### src/design/single_wire_level_command_transmitter_defines.svh
// Assertion macros shared by the single-wire level command transmitter RTL.
// Depends on nothing; included by files that carry concurrent assertions.
`ifndef SINGLE_WIRE_LEVEL_COMMAND_TRANSMITTER_DEFINES_SVH
`define SINGLE_WIRE_LEVEL_COMMAND_TRANSMITTER_DEFINES_SVH

// Same-cycle implication, checked outside reset.
`define SWLCT_ASSERT_IMP(label, clk, rst_n, ante, cons) \
    label: assert property (@(posedge clk) disable iff (!rst_n) (ante) |-> (cons)) \
        else $error("swlct: same-cycle property violated");

// Next-cycle implication, checked outside reset.
`define SWLCT_ASSERT_NXT(label, clk, rst_n, ante, cons) \
    label: assert property (@(posedge clk) disable iff (!rst_n) (ante) |=> (cons)) \
        else $error("swlct: next-cycle property violated");

`endif

### src/design/swlct_pkg.sv
// Package for the single-wire level command transmitter: types, codes, helpers.
// Depends on nothing; used by the interfaces, the sequencer and the top level.
package swlct_pkg;

    localparam int COUNT_BITS = 16;

    localparam int KIND_W  = 2;
    localparam int LEVEL_W = 8;
    localparam int CFG_IDX_W  = 3;
    localparam int CFG_DATA_W = 16;

    // Request kinds.
    localparam logic [KIND_W-1:0] KIND_TICK   = 2'd0;
    localparam logic [KIND_W-1:0] KIND_ENABLE = 2'd1;
    localparam logic [KIND_W-1:0] KIND_SET    = 2'd2;

    // Configuration register indexes.
    localparam logic [CFG_IDX_W-1:0] REG_SHORT_TIME     = 3'd0;
    localparam logic [CFG_IDX_W-1:0] REG_LONG_TIME      = 3'd1;
    localparam logic [CFG_IDX_W-1:0] REG_SHUTDOWN_TIME  = 3'd2;
    localparam logic [CFG_IDX_W-1:0] REG_DETECT_DELAY   = 3'd3;
    localparam logic [CFG_IDX_W-1:0] REG_DETECT_WINDOW  = 3'd4;
    localparam logic [CFG_IDX_W-1:0] REG_SETTLE_TIME    = 3'd5;
    localparam logic [CFG_IDX_W-1:0] REG_LATCH_TIME     = 3'd6;
    localparam logic [CFG_IDX_W-1:0] REG_DEVICE_ADDRESS = 3'd7;

    localparam logic [4:0] LEVEL_MAX = 5'd31;
    localparam logic [2:0] LAST_BIT  = 3'd7;

    localparam logic [32:0] DUR_CAP = (33'd1 << COUNT_BITS) - 33'd1;

    typedef struct packed {
        logic [7:0]  short_time;
        logic [7:0]  long_time;
        logic [15:0] shutdown_time;
        logic [15:0] detect_delay;
        logic [15:0] detect_window;
        logic [15:0] settle_time;
        logic [15:0] latch_time;
        logic [7:0]  device_address;
    } t_cfg;

    localparam t_cfg CFG_RESET = '{
        short_time:     8'd5,
        long_time:      8'd15,
        shutdown_time:  16'd5000,
        detect_delay:   16'd100,
        detect_window:  16'd260,
        settle_time:    16'd50,
        latch_time:     16'd30,
        device_address: 8'd114
    };

    typedef struct packed {
        logic line;
        logic busy_res;
        logic rejected;
    } t_result;

    typedef enum logic [13:0] {
        PH_IDLE       = 14'b00000000000001,
        PH_EN_SHUT    = 14'b00000000000010,
        PH_EN_DELAY   = 14'b00000000000100,
        PH_EN_DETECT  = 14'b00000000001000,
        PH_EN_SETTLE  = 14'b00000000010000,
        PH_ADDR_LOW   = 14'b00000000100000,
        PH_ADDR_HIGH  = 14'b00000001000000,
        PH_GAP_HIGH_A = 14'b00000010000000,
        PH_GAP_LOW    = 14'b00000100000000,
        PH_GAP_HIGH_B = 14'b00001000000000,
        PH_DATA_LOW   = 14'b00010000000000,
        PH_DATA_HIGH  = 14'b00100000000000,
        PH_END_LOW    = 14'b01000000000000,
        PH_END_HIGH   = 14'b10000000000000
    } t_phase;

    // Segment duration: a zero setting counts as one microsecond, and a
    // setting beyond the counter saturates at its top value.
    function automatic logic [COUNT_BITS-1:0] dur(input logic [15:0] v);
        logic [32:0] w;
        w = 33'(v);
        if (w > DUR_CAP) begin
            w = DUR_CAP;
        end
        if (w == 33'd0) begin
            w = 33'd1;
        end
        return w[COUNT_BITS-1:0];
    endfunction

endpackage

### src/design/swlct_ifs.sv
// Valid/ready channel interfaces of the single-wire level command transmitter.
// Depends on swlct_pkg for the payload widths.
interface swlct_cmd_if;
    logic                               valid;
    logic                               ready;
    logic [swlct_pkg::KIND_W-1:0]       kind;
    logic [swlct_pkg::LEVEL_W-1:0]      level;

    modport source (output valid, output kind, output level, input ready);
    modport sink   (input valid, input kind, input level, output ready);
endinterface

interface swlct_res_if;
    logic valid;
    logic ready;
    logic line;
    logic busy_res;
    logic rejected;

    modport source (output valid, output line, output busy_res, output rejected, input ready);
    modport sink   (input valid, input line, input busy_res, input rejected, output ready);
endinterface

interface swlct_cfg_if;
    logic                                valid;
    logic                                ready;
    logic [swlct_pkg::CFG_IDX_W-1:0]     index;
    logic [swlct_pkg::CFG_DATA_W-1:0]    data;

    modport source (output valid, output index, output data, input ready);
    modport sink   (input valid, input index, input data, output ready);
endinterface

### src/design/swlct_seq.sv
// Segment sequencer: holds the line state and applies one request per step.
// Depends on swlct_pkg for the phase encoding, config struct and result struct.
module swlct_seq (
    input  logic                              i_clk,
    input  logic                              i_rst_n,
    input  logic                              i_step,
    input  logic [swlct_pkg::KIND_W-1:0]      i_kind,
    input  logic [swlct_pkg::LEVEL_W-1:0]     i_level,
    input  swlct_pkg::t_cfg                   i_cfg,
    output swlct_pkg::t_result                o_res
);

    swlct_pkg::t_phase                     r_phase, n_phase, target;
    logic [swlct_pkg::COUNT_BITS-1:0]      r_remaining, n_remaining;
    logic [swlct_pkg::COUNT_BITS-1:0]      cnt_next;
    logic [2:0]                            r_bit_index, n_bit_index;
    logic [7:0]                            r_shift, n_shift;
    logic                                  r_line, n_line;
    logic [4:0]                            r_pending, n_pending;
    logic                                  enter;
    logic                                  rej;
    logic                                  busy;

    assign busy = (r_phase != swlct_pkg::PH_IDLE);

    // Request decode and segment advance.
    always_comb begin
        n_bit_index = r_bit_index;
        n_shift     = r_shift;
        n_pending   = r_pending;
        cnt_next    = r_remaining;
        enter       = 1'b0;
        target      = r_phase;
        rej         = 1'b0;
        case (i_kind)
            swlct_pkg::KIND_TICK: begin
                if (busy) begin
                    if (r_remaining > swlct_pkg::COUNT_BITS'(1)) begin
                        cnt_next = r_remaining - swlct_pkg::COUNT_BITS'(1);
                    end else begin
                        enter = 1'b1;
                        case (r_phase)
                            swlct_pkg::PH_EN_SHUT:    target = swlct_pkg::PH_EN_DELAY;
                            swlct_pkg::PH_EN_DELAY:   target = swlct_pkg::PH_EN_DETECT;
                            swlct_pkg::PH_EN_DETECT:  target = swlct_pkg::PH_EN_SETTLE;
                            swlct_pkg::PH_ADDR_LOW:   target = swlct_pkg::PH_ADDR_HIGH;
                            swlct_pkg::PH_DATA_LOW:   target = swlct_pkg::PH_DATA_HIGH;
                            swlct_pkg::PH_ADDR_HIGH,
                            swlct_pkg::PH_DATA_HIGH: begin
                                if (r_bit_index != swlct_pkg::LAST_BIT) begin
                                    n_bit_index = r_bit_index + 3'd1;
                                    n_shift     = {r_shift[6:0], 1'b0};
                                    target      = (r_phase == swlct_pkg::PH_ADDR_HIGH) ?
                                                  swlct_pkg::PH_ADDR_LOW : swlct_pkg::PH_DATA_LOW;
                                end else begin
                                    target      = (r_phase == swlct_pkg::PH_ADDR_HIGH) ?
                                                  swlct_pkg::PH_GAP_HIGH_A : swlct_pkg::PH_END_LOW;
                                end
                            end
                            swlct_pkg::PH_GAP_HIGH_A: target = swlct_pkg::PH_GAP_LOW;
                            swlct_pkg::PH_GAP_LOW:    target = swlct_pkg::PH_GAP_HIGH_B;
                            swlct_pkg::PH_GAP_HIGH_B: begin
                                n_bit_index = 3'd0;
                                n_shift     = {3'b000, r_pending};
                                target      = swlct_pkg::PH_DATA_LOW;
                            end
                            swlct_pkg::PH_END_LOW:    target = swlct_pkg::PH_END_HIGH;
                            default:                  target = swlct_pkg::PH_IDLE;
                        endcase
                    end
                end
            end
            swlct_pkg::KIND_ENABLE: begin
                if (busy) begin
                    rej = 1'b1;
                end else begin
                    enter  = 1'b1;
                    target = swlct_pkg::PH_EN_SHUT;
                end
            end
            swlct_pkg::KIND_SET: begin
                if (busy) begin
                    rej = 1'b1;
                end else begin
                    n_pending   = (i_level > 8'(swlct_pkg::LEVEL_MAX)) ?
                                  swlct_pkg::LEVEL_MAX : i_level[4:0];
                    n_shift     = i_cfg.device_address;
                    n_bit_index = 3'd0;
                    enter       = 1'b1;
                    target      = swlct_pkg::PH_ADDR_LOW;
                end
            end
            default: begin
            end
        endcase
    end

    // Segment entry: the new segment's level shows at once and its duration loads.
    always_comb begin
        n_phase     = r_phase;
        n_line      = r_line;
        n_remaining = cnt_next;
        if (enter) begin
            n_phase = target;
            case (target)
                swlct_pkg::PH_EN_SHUT: begin
                    n_line      = 1'b0;
                    n_remaining = swlct_pkg::dur(i_cfg.shutdown_time);
                end
                swlct_pkg::PH_EN_DELAY: begin
                    n_line      = 1'b1;
                    n_remaining = swlct_pkg::dur(i_cfg.detect_delay);
                end
                swlct_pkg::PH_EN_DETECT: begin
                    n_line      = 1'b0;
                    n_remaining = swlct_pkg::dur(i_cfg.detect_window);
                end
                swlct_pkg::PH_EN_SETTLE: begin
                    n_line      = 1'b1;
                    n_remaining = swlct_pkg::dur(i_cfg.settle_time);
                end
                swlct_pkg::PH_ADDR_LOW,
                swlct_pkg::PH_DATA_LOW: begin
                    n_line      = 1'b0;
                    n_remaining = swlct_pkg::dur(16'(n_shift[7] ? i_cfg.short_time
                                                                : i_cfg.long_time));
                end
                swlct_pkg::PH_ADDR_HIGH,
                swlct_pkg::PH_DATA_HIGH: begin
                    n_line      = 1'b1;
                    n_remaining = swlct_pkg::dur(16'(n_shift[7] ? i_cfg.long_time
                                                                : i_cfg.short_time));
                end
                swlct_pkg::PH_GAP_HIGH_A,
                swlct_pkg::PH_GAP_HIGH_B: begin
                    n_line      = 1'b1;
                    n_remaining = swlct_pkg::dur(16'(i_cfg.short_time));
                end
                swlct_pkg::PH_GAP_LOW,
                swlct_pkg::PH_END_LOW: begin
                    n_line      = 1'b0;
                    n_remaining = swlct_pkg::dur(16'(i_cfg.short_time));
                end
                swlct_pkg::PH_END_HIGH: begin
                    n_line      = 1'b1;
                    n_remaining = swlct_pkg::dur(i_cfg.latch_time);
                end
                default: begin
                    n_phase     = swlct_pkg::PH_IDLE;
                    n_line      = 1'b1;
                    n_remaining = '0;
                end
            endcase
        end
    end

    always_ff @(posedge i_clk) begin
        if (!i_rst_n) begin
            r_phase     <= swlct_pkg::PH_IDLE;
            r_remaining <= '0;
            r_bit_index <= 3'd0;
            r_shift     <= 8'd0;
            r_line      <= 1'b1;
            r_pending   <= 5'd0;
        end else if (i_step) begin
            r_phase     <= n_phase;
            r_remaining <= n_remaining;
            r_bit_index <= n_bit_index;
            r_shift     <= n_shift;
            r_line      <= n_line;
            r_pending   <= n_pending;
        end
    end

    assign o_res.line     = n_line;
    assign o_res.busy_res = (n_phase != swlct_pkg::PH_IDLE);
    assign o_res.rejected = rej;

endmodule

### src/design/single_wire_level_command_transmitter.sv
// Single-wire level command transmitter, top level.
// A request passes through stage one and then the result register, either of
// which holds while a result waits untaken. Throughput: one request per cycle
// while results are taken; the sequencer state updates in one pass.
// Reset (synchronous, active low) empties both stages, idles the line high
// and loads every configuration register with its default value.
// Depends on swlct_pkg, the channel interfaces, swlct_seq and the defines header.
`include "single_wire_level_command_transmitter_defines.svh"

module single_wire_level_command_transmitter (
    input  logic         i_clk,
    input  logic         i_rst_n,
    swlct_cmd_if.sink    i_cmd,
    swlct_res_if.source  o_res,
    swlct_cfg_if.sink    i_cfg
);

    // Configuration registers. Writes are always taken; the user only writes
    // them while no request is in flight, so the sequencer sees stable values.
    swlct_pkg::t_cfg    r_cfg;

    always_ff @(posedge i_clk) begin
        if (!i_rst_n) begin
            r_cfg <= swlct_pkg::CFG_RESET;
        end else if (i_cfg.valid) begin
            case (i_cfg.index)
                swlct_pkg::REG_SHORT_TIME:     r_cfg.short_time     <= i_cfg.data[7:0];
                swlct_pkg::REG_LONG_TIME:      r_cfg.long_time      <= i_cfg.data[7:0];
                swlct_pkg::REG_SHUTDOWN_TIME:  r_cfg.shutdown_time  <= i_cfg.data;
                swlct_pkg::REG_DETECT_DELAY:   r_cfg.detect_delay   <= i_cfg.data;
                swlct_pkg::REG_DETECT_WINDOW:  r_cfg.detect_window  <= i_cfg.data;
                swlct_pkg::REG_SETTLE_TIME:    r_cfg.settle_time    <= i_cfg.data;
                swlct_pkg::REG_LATCH_TIME:     r_cfg.latch_time     <= i_cfg.data;
                swlct_pkg::REG_DEVICE_ADDRESS: r_cfg.device_address <= i_cfg.data[7:0];
                default: begin
                end
            endcase
        end
    end

    assign i_cfg.ready = 1'b1;

    // Stage one holds the accepted request. It moves on whenever the result
    // register is empty or its result is being taken in the same cycle, so
    // requests flow back to back while the receiver keeps up. A result that
    // waits with stage one full holds the request input off.
    logic                              r_s1_valid;
    logic [swlct_pkg::KIND_W-1:0]      r_s1_kind;
    logic [swlct_pkg::LEVEL_W-1:0]     r_s1_level;
    logic                              r_out_valid;
    swlct_pkg::t_result                r_out;
    swlct_pkg::t_result                seq_res;
    logic                              s1_adv;
    logic                              in_ready;
    logic                              in_take;

    assign s1_adv   = r_s1_valid && (!r_out_valid || o_res.ready);
    assign in_ready = !r_s1_valid || s1_adv;
    assign in_take  = i_cmd.valid && in_ready;
    assign i_cmd.ready = in_ready;

    always_ff @(posedge i_clk) begin
        if (!i_rst_n) begin
            r_s1_valid <= 1'b0;
        end else if (in_take) begin
            r_s1_valid <= 1'b1;
        end else if (s1_adv) begin
            r_s1_valid <= 1'b0;
        end
    end

    always_ff @(posedge i_clk) begin
        if (in_take) begin
            r_s1_kind  <= i_cmd.kind;
            r_s1_level <= i_cmd.level;
        end
    end

    // The sequencer applies the request held in stage one when it advances
    // and returns the line, busy and reject flags that follow from it.
    swlct_seq u_seq (
        .i_clk   (i_clk),
        .i_rst_n (i_rst_n),
        .i_step  (s1_adv),
        .i_kind  (r_s1_kind),
        .i_level (r_s1_level),
        .i_cfg   (r_cfg),
        .o_res   (seq_res)
    );

    // Result register.
    always_ff @(posedge i_clk) begin
        if (!i_rst_n) begin
            r_out_valid <= 1'b0;
        end else if (s1_adv) begin
            r_out_valid <= 1'b1;
        end else if (o_res.ready) begin
            r_out_valid <= 1'b0;
        end
    end

    always_ff @(posedge i_clk) begin
        if (s1_adv) begin
            r_out <= seq_res;
        end
    end

    assign o_res.valid    = r_out_valid;
    assign o_res.line     = r_out.line;
    assign o_res.busy_res = r_out.busy_res;
    assign o_res.rejected = r_out.rejected;

    // A rejected request leaves the sequence running.
    `SWLCT_ASSERT_IMP(a_reject_busy, i_clk, i_rst_n, r_out_valid && r_out.rejected, r_out.busy_res)
    // With no sequence running the line rests high.
    `SWLCT_ASSERT_IMP(a_idle_high, i_clk, i_rst_n, r_out_valid && !r_out.busy_res, r_out.line)
    // A request leaving stage one always lands in the result register.
    `SWLCT_ASSERT_NXT(a_s1_to_out, i_clk, i_rst_n, s1_adv, r_out_valid)
    // An empty result register never holds back stage one.
    `SWLCT_ASSERT_IMP(a_empty_ready, i_clk, i_rst_n, !r_out_valid, in_ready)

endmodule
### src/flat_wrapper.sv
// flat-port wrapper written by rule: the top's interface ports become plain ports
module single_wire_level_command_transmitter_flat 
  (i_clk, i_rst_n, i_cmd_valid, i_cmd_kind, i_cmd_level, i_cmd_ready, o_res_valid, o_res_line, o_res_busy_res, o_res_rejected, o_res_ready, i_cfg_valid, i_cfg_index, i_cfg_data, i_cfg_ready);
  swlct_cmd_if i_cmd_i ();
  swlct_res_if o_res_i ();
  swlct_cfg_if i_cfg_i ();
  input  logic i_clk;
  input  logic i_rst_n;
  input wire logic [$bits(i_cmd_i.valid)-1:0] i_cmd_valid;
  input wire logic [$bits(i_cmd_i.kind)-1:0] i_cmd_kind;
  input wire logic [$bits(i_cmd_i.level)-1:0] i_cmd_level;
  output wire logic [$bits(i_cmd_i.ready)-1:0] i_cmd_ready;
  output wire logic [$bits(o_res_i.valid)-1:0] o_res_valid;
  output wire logic [$bits(o_res_i.line)-1:0] o_res_line;
  output wire logic [$bits(o_res_i.busy_res)-1:0] o_res_busy_res;
  output wire logic [$bits(o_res_i.rejected)-1:0] o_res_rejected;
  input wire logic [$bits(o_res_i.ready)-1:0] o_res_ready;
  input wire logic [$bits(i_cfg_i.valid)-1:0] i_cfg_valid;
  input wire logic [$bits(i_cfg_i.index)-1:0] i_cfg_index;
  input wire logic [$bits(i_cfg_i.data)-1:0] i_cfg_data;
  output wire logic [$bits(i_cfg_i.ready)-1:0] i_cfg_ready;
  assign i_cmd_i.valid = i_cmd_valid;
  assign i_cmd_i.kind = i_cmd_kind;
  assign i_cmd_i.level = i_cmd_level;
  assign i_cmd_ready = i_cmd_i.ready;
  assign o_res_valid = o_res_i.valid;
  assign o_res_line = o_res_i.line;
  assign o_res_busy_res = o_res_i.busy_res;
  assign o_res_rejected = o_res_i.rejected;
  assign o_res_i.ready = o_res_ready;
  assign i_cfg_i.valid = i_cfg_valid;
  assign i_cfg_i.index = i_cfg_index;
  assign i_cfg_i.data = i_cfg_data;
  assign i_cfg_ready = i_cfg_i.ready;
  single_wire_level_command_transmitter u_core (.i_clk(i_clk), .i_rst_n(i_rst_n), .i_cmd(i_cmd_i), .o_res(o_res_i), .i_cfg(i_cfg_i));
endmodule
### config.mk
export PLATFORM = sky130hd
export DESIGN_NAME = single_wire_level_command_transmitter_flat
export DESIGN_NICKNAME = d
export VERILOG_FILES = /design/src/design/swlct_pkg.sv /design/src/design/swlct_ifs.sv /design/src/design/swlct_seq.sv /design/src/design/single_wire_level_command_transmitter.sv /design/src/flat_wrapper.sv
export VERILOG_INCLUDE_DIRS = /design/src /design/src/design
export SDC_FILE = /design/constraint.sdc
export NUM_CORES = 1
export LEC_CHECK = 0
export BUFFER_PORTS_ARGS = -buffer_cell sky130_fd_sc_hd__buf_4
export CAP_MARGIN = 20
export CORE_MARGIN = 2
export CORE_UTILIZATION = 45
export CTS_CLUSTER_DIAMETER = 40
export DETAILED_ROUTE_END_ITERATION = 10
export GPL_ROUTABILITY_DRIVEN = 0
export GPL_TIMING_DRIVEN = 0
export PLACE_DENSITY_LB_ADDON = 0.12
export SLEW_MARGIN = 20
export SYNTH_ARGS = -nofsm -noshare
export SYNTH_HDL_FRONTEND = slang
export SYNTH_SLANG_ARGS = --single-unit
### constraint.sdc
create_clock -name i_clk -period 4.7 [get_ports i_clk]
set_clock_uncertainty 0.15 [all_clocks]
set_input_delay 0.235 -clock i_clk [delete_from_list [all_inputs] [get_ports i_clk]]
set_output_delay 0.235 -clock i_clk [all_outputs]
set_load 0.005 [all_outputs]
==> impl_metrics.env <==
export IMPL_cp_start_kind="flip-flop"
export IMPL_io_pins=40
export IMPL_path_clk_slew_ns=0.07
export IMPL_clock_fmax_ghz=0.2188
export IMPL_grt_max_degree=18
export IMPL_drv_slew=0
export IMPL_start_util_pct=45.49
export IMPL_power_per_cell_area_nw_per_um2=333.6
export IMPL_ys_seq_elements=166
export IMPL_period_share_pct=97.24
export IMPL_met1_length_um=13990
export IMPL_drt_initial_drc_count=1048
export IMPL_reg2reg_to="u_core.u_seq.r_remaining[7]"
export IMPL_synth_warnings=0
export IMPL_die_w_um=143.8
export IMPL_ys_flop_type="dfxtp_1"
export IMPL_cp_endpoint="u_core.u_seq.r_remaining[7]"
export IMPL_status="finished, final reports clean"
export IMPL_grt_pass1_vias=8306
export IMPL_port_buffers=28
export IMPL_slowest_delay_ns=0.66
export IMPL_diodes=0
export IMPL_cp_max_fo=9
export IMPL_path_class="flip-flop to flip-flop"
export IMPL_wl_per_cell_um=21.21
export IMPL_synth_cell_types=77
export IMPL_syn_to_final_growth_pct=17.50
export IMPL_wl_um=31720
export IMPL_avgViaCountPerCell=6.199
export IMPL_r2r_cells=13
export IMPL_ant_nets=0
export IMPL_syn_num_nets=1186
export IMPL_required_ns=4.85
export IMPL_setup_viol=0
export IMPL_routed_via_count=9273
export IMPL_cts_buffers=17
export IMPL_cp_arrival_ns=4.72
export IMPL_met3_length_um=2790
export IMPL_insertion_delay_ns=0.43
export IMPL_place_hpwl_um=23120
export IMPL_layout_setup_ws_ns=0.1300
export IMPL_drc=0
export IMPL_fin_area_um2=10330
export IMPL_nets=1260
export IMPL_wl_met2_um=14000
export IMPL_max_clock_path_buffers=2
export IMPL_dp_slack_ns=-0.5057
export IMPL_fp_dieH_um=143.8
export IMPL_hold_viol_final=0
export IMPL_crit_chain="clkbuf_1, or4_1, nor4_4, buf_4, nor4_4, o31ai_4, a2111oi_4, nand3_4, nor2_1, a22o_1, a221o_1, a2111oi_2, o21ai_1"
export IMPL_cts_root_buf="clkbuf_16"
export IMPL_place_area_um2=9336
export IMPL_leakage_nw=3.626
export IMPL_rsz0062_at_grt="false"
export IMPL_layout_drive_gt1_share_pct=10.80
export IMPL_ir_worst_vdd_v=0.0002674
export IMPL_min_period_ns=4.570
export IMPL_core_area_um2=19330
export IMPL_antenna_found_initial=0
export IMPL_crit_slowest_cell="or4_1"
export IMPL_synth_area_um2=8795
export IMPL_highest_layer="met4"
export IMPL_die_area_um2=20680
export IMPL_dr_pass1_iters=8
export IMPL_grt_usage_pct=30.92
export IMPL_rows=51
export IMPL_worst_slew_pin_slew_ns=0.9999
export IMPL_crit_path_frequent_cell="nor4_4"
export IMPL_ff2ff_setup_slack_ns=0.13
export IMPL_overflow=0
export IMPL_yosysSeqAreaShare_pct=39.27
export IMPL_hp_class="primary input to flip-flop"
export IMPL_cap_violations=0
export IMPL_ys_async_sr_fraction_pct=0
export IMPL_synth_cells=1144
export IMPL_fin_util_pct=53.45
export IMPL_htree_levels=4
export IMPL_cts_tree="built"
export IMPL_fill_cells=1933
export IMPL_synth_enable_flop_cells=13
export IMPL_grt_pass1_wl_um=48430
export IMPL_avgSynthCellArea_um2=7.688
export IMPL_cp_end_kind="flip-flop"
export IMPL_min_path_cells=3
export IMPL_slew_headroom_pct=32.82
export IMPL_r2r_start="u_core.u_seq.r_phase[12]"
export IMPL_cts_sinks=166
export IMPL_cp_startpoint="u_core.u_seq.r_phase[12]"
-- cell usage in the layout (no fill, tap or decap), types with 6 or more instances in the layout --
cell / Yosys / layout
a21o_1: 14 / 14
nor4_1: 36 / 34
nand2b_1: 12 / 11
a222oi_1: 15 / 15
nor2_1: 66 / 64
clkbuf_2: 7 / 7
inv_1: 12 / 12
dlygate4sd3_1: 0 / 21
o21ai_0: 43 / 42
a211oi_1: 11 / 10
a211o_1: 7 / 7
or4_1: 7 / 7
nor4_4: 5 / 8
a221oi_1: 8 / 7
buf_4: 2 / 36
clkbuf_16: 0 / 17
clkbuf_1: 52 / 52
nor3_1: 36 / 35
nand4_1: 11 / 11
nor2b_1: 11 / 10
and4_1: 8 / 8
a22oi_1: 16 / 16
nand3_1: 58 / 58
a22o_1: 6 / 6
nand2_1: 281 / 281
ha_1: 8 / 8
or2_2: 9 / 9
edfxtp_1: 13 / 13
dfxtp_1: 153 / 153
a21oi_1: 125 / 124
a31oi_1: 7 / 7
-- synthesized netlist by cell type (12+ instances only) --
cell type	count	share of area, %
nand2_1	281	12
dfxtp_1	153	35
a21oi_1	125	7.1
nor2_1	66	2.8
nand3_1	58	3.3
clkbuf_1	52	2.2
o21ai_0	43	2.4
nor3_1	36	2.0
nor4_1	36	2.6
a22oi_1	16	1.4
a222oi_1	15	1.7
a21o_1	14	1.2
edfxtp_1	13	4.4
inv_1	12	0.51
nand2b_1	12	0.85
-- through the flow --
step                      cells  hold slack [ns]  TNS (ns)  total power [mW]
after floorplan            1144           0.1839         0             1.840
final                      1496          0.06324         0             3.447
after CTS                  1492          0.05029         0             3.434
after global placement     1437           0.2629    -5.531             2.001
after global routing       1496          0.05556         0             3.565
after detailed placement   1437           0.2643    -5.600             2.004
-- registers in the layout, summed over array words and instances (netlist names), 2 cells and up --
name,cells
u_core.u_seq.r_phase,14
u_core.r_s1_level,8
u_core.u_seq.r_remaining,16
u_core.u_seq.r_pending,5
u_core.r_s1_kind,2
u_core.u_seq.r_bit_index,3
u_core.u_seq.r_shift,8
u_core.r_cfg,104
-- cell type report --
| cell class | count | area, µm² | share of cell area (%) |
|---|---|---|---|
| inverter | 14 | 52.55 | 0.5085 |
| clock buffer | 18 | 439.2 | 4.250 |
| multi-input combinational | 897 | 5157 | 49.91 |
| sequential | 166 | 3453 | 33.42 |
| buffer | 67 | 277.8 | 2.688 |
| tap | 265 | 331.6 | 3.209 |
| clock inverter | 14 | 156.4 | 1.513 |
| timing repair buffer | 55 | 465.4 | 4.504 |
-- what timing repair did --
item                       CTS  global route
gates resized for setup     11            16
hold endpoints to repair    52             0
pin swaps                    1             3
setup endpoints to repair   26            28
hold buffers                21             0
buffers inserted             2             4
-- worst max-delay path, delay by kind of cell (launching register included) --
kind,cells,cell delay (ns)
AOI/OAI and AO/OA,6,1.98
and+or+nand+nor,5,1.53
buffers and inverters,2,0.47
DFF,1,0.30
-- power breakdown --
part,switching [mW],leakage (nW),internal (mW)
logic,0.348,1.97,0.169
registers,0.0364,1.37,1.47
clock network,0.654,0.289,0.772
-- logic make-up (layout without fill, tap and decap cells) --
group / Yosys count / count (layout) / share of synthesized area (%)
other: 1 / 1 / 0.04264
multiplexers: 2 / 2 / 0.2419
XOR/XNOR: 6 / 6 / 0.5975
adder cells (fa/ha/maj): 8 / 8 / 1.138
buffers and inverters: 81 / 168 / 3.756
flip-flops: 166 / 166 / 39.27
AO/OA/AOI/OAI: 302 / 302 / 22.62
AND/OR/NAND/NOR: 578 / 578 / 32.34
-- metal layers --
| layer | track usage (%) | vias to the layer above |
|---|---|---|
| li1 | - | 4339 |
| met1 | 44.06 | 4355 |
| met2 | 47.57 | 500 |
| met3 | 5.432 | 79 |
| met4 | 9.701 | 0 |
| met5 | 0 | - |
-- worst min-delay path by stage --
stage / start / end / slack, ns
floorplan: i_cmd_kind[0] / u_core.r_s1_kind[0] / 0.18
global placement: i_cmd_level[2] / u_core.r_s1_level[2] / 0.26
detailed placement: i_cmd_level[1] / u_core.r_s1_level[1] / 0.26
CTS: i_cfg_data[7] / u_core.r_cfg[95] / 0.05
global route: i_cfg_data[7] / u_core.r_cfg[95] / 0.06
finish: i_cfg_data[7] / u_core.r_cfg[95] / 0.06
Note: power is estimated with default switching activity, not from simulation.
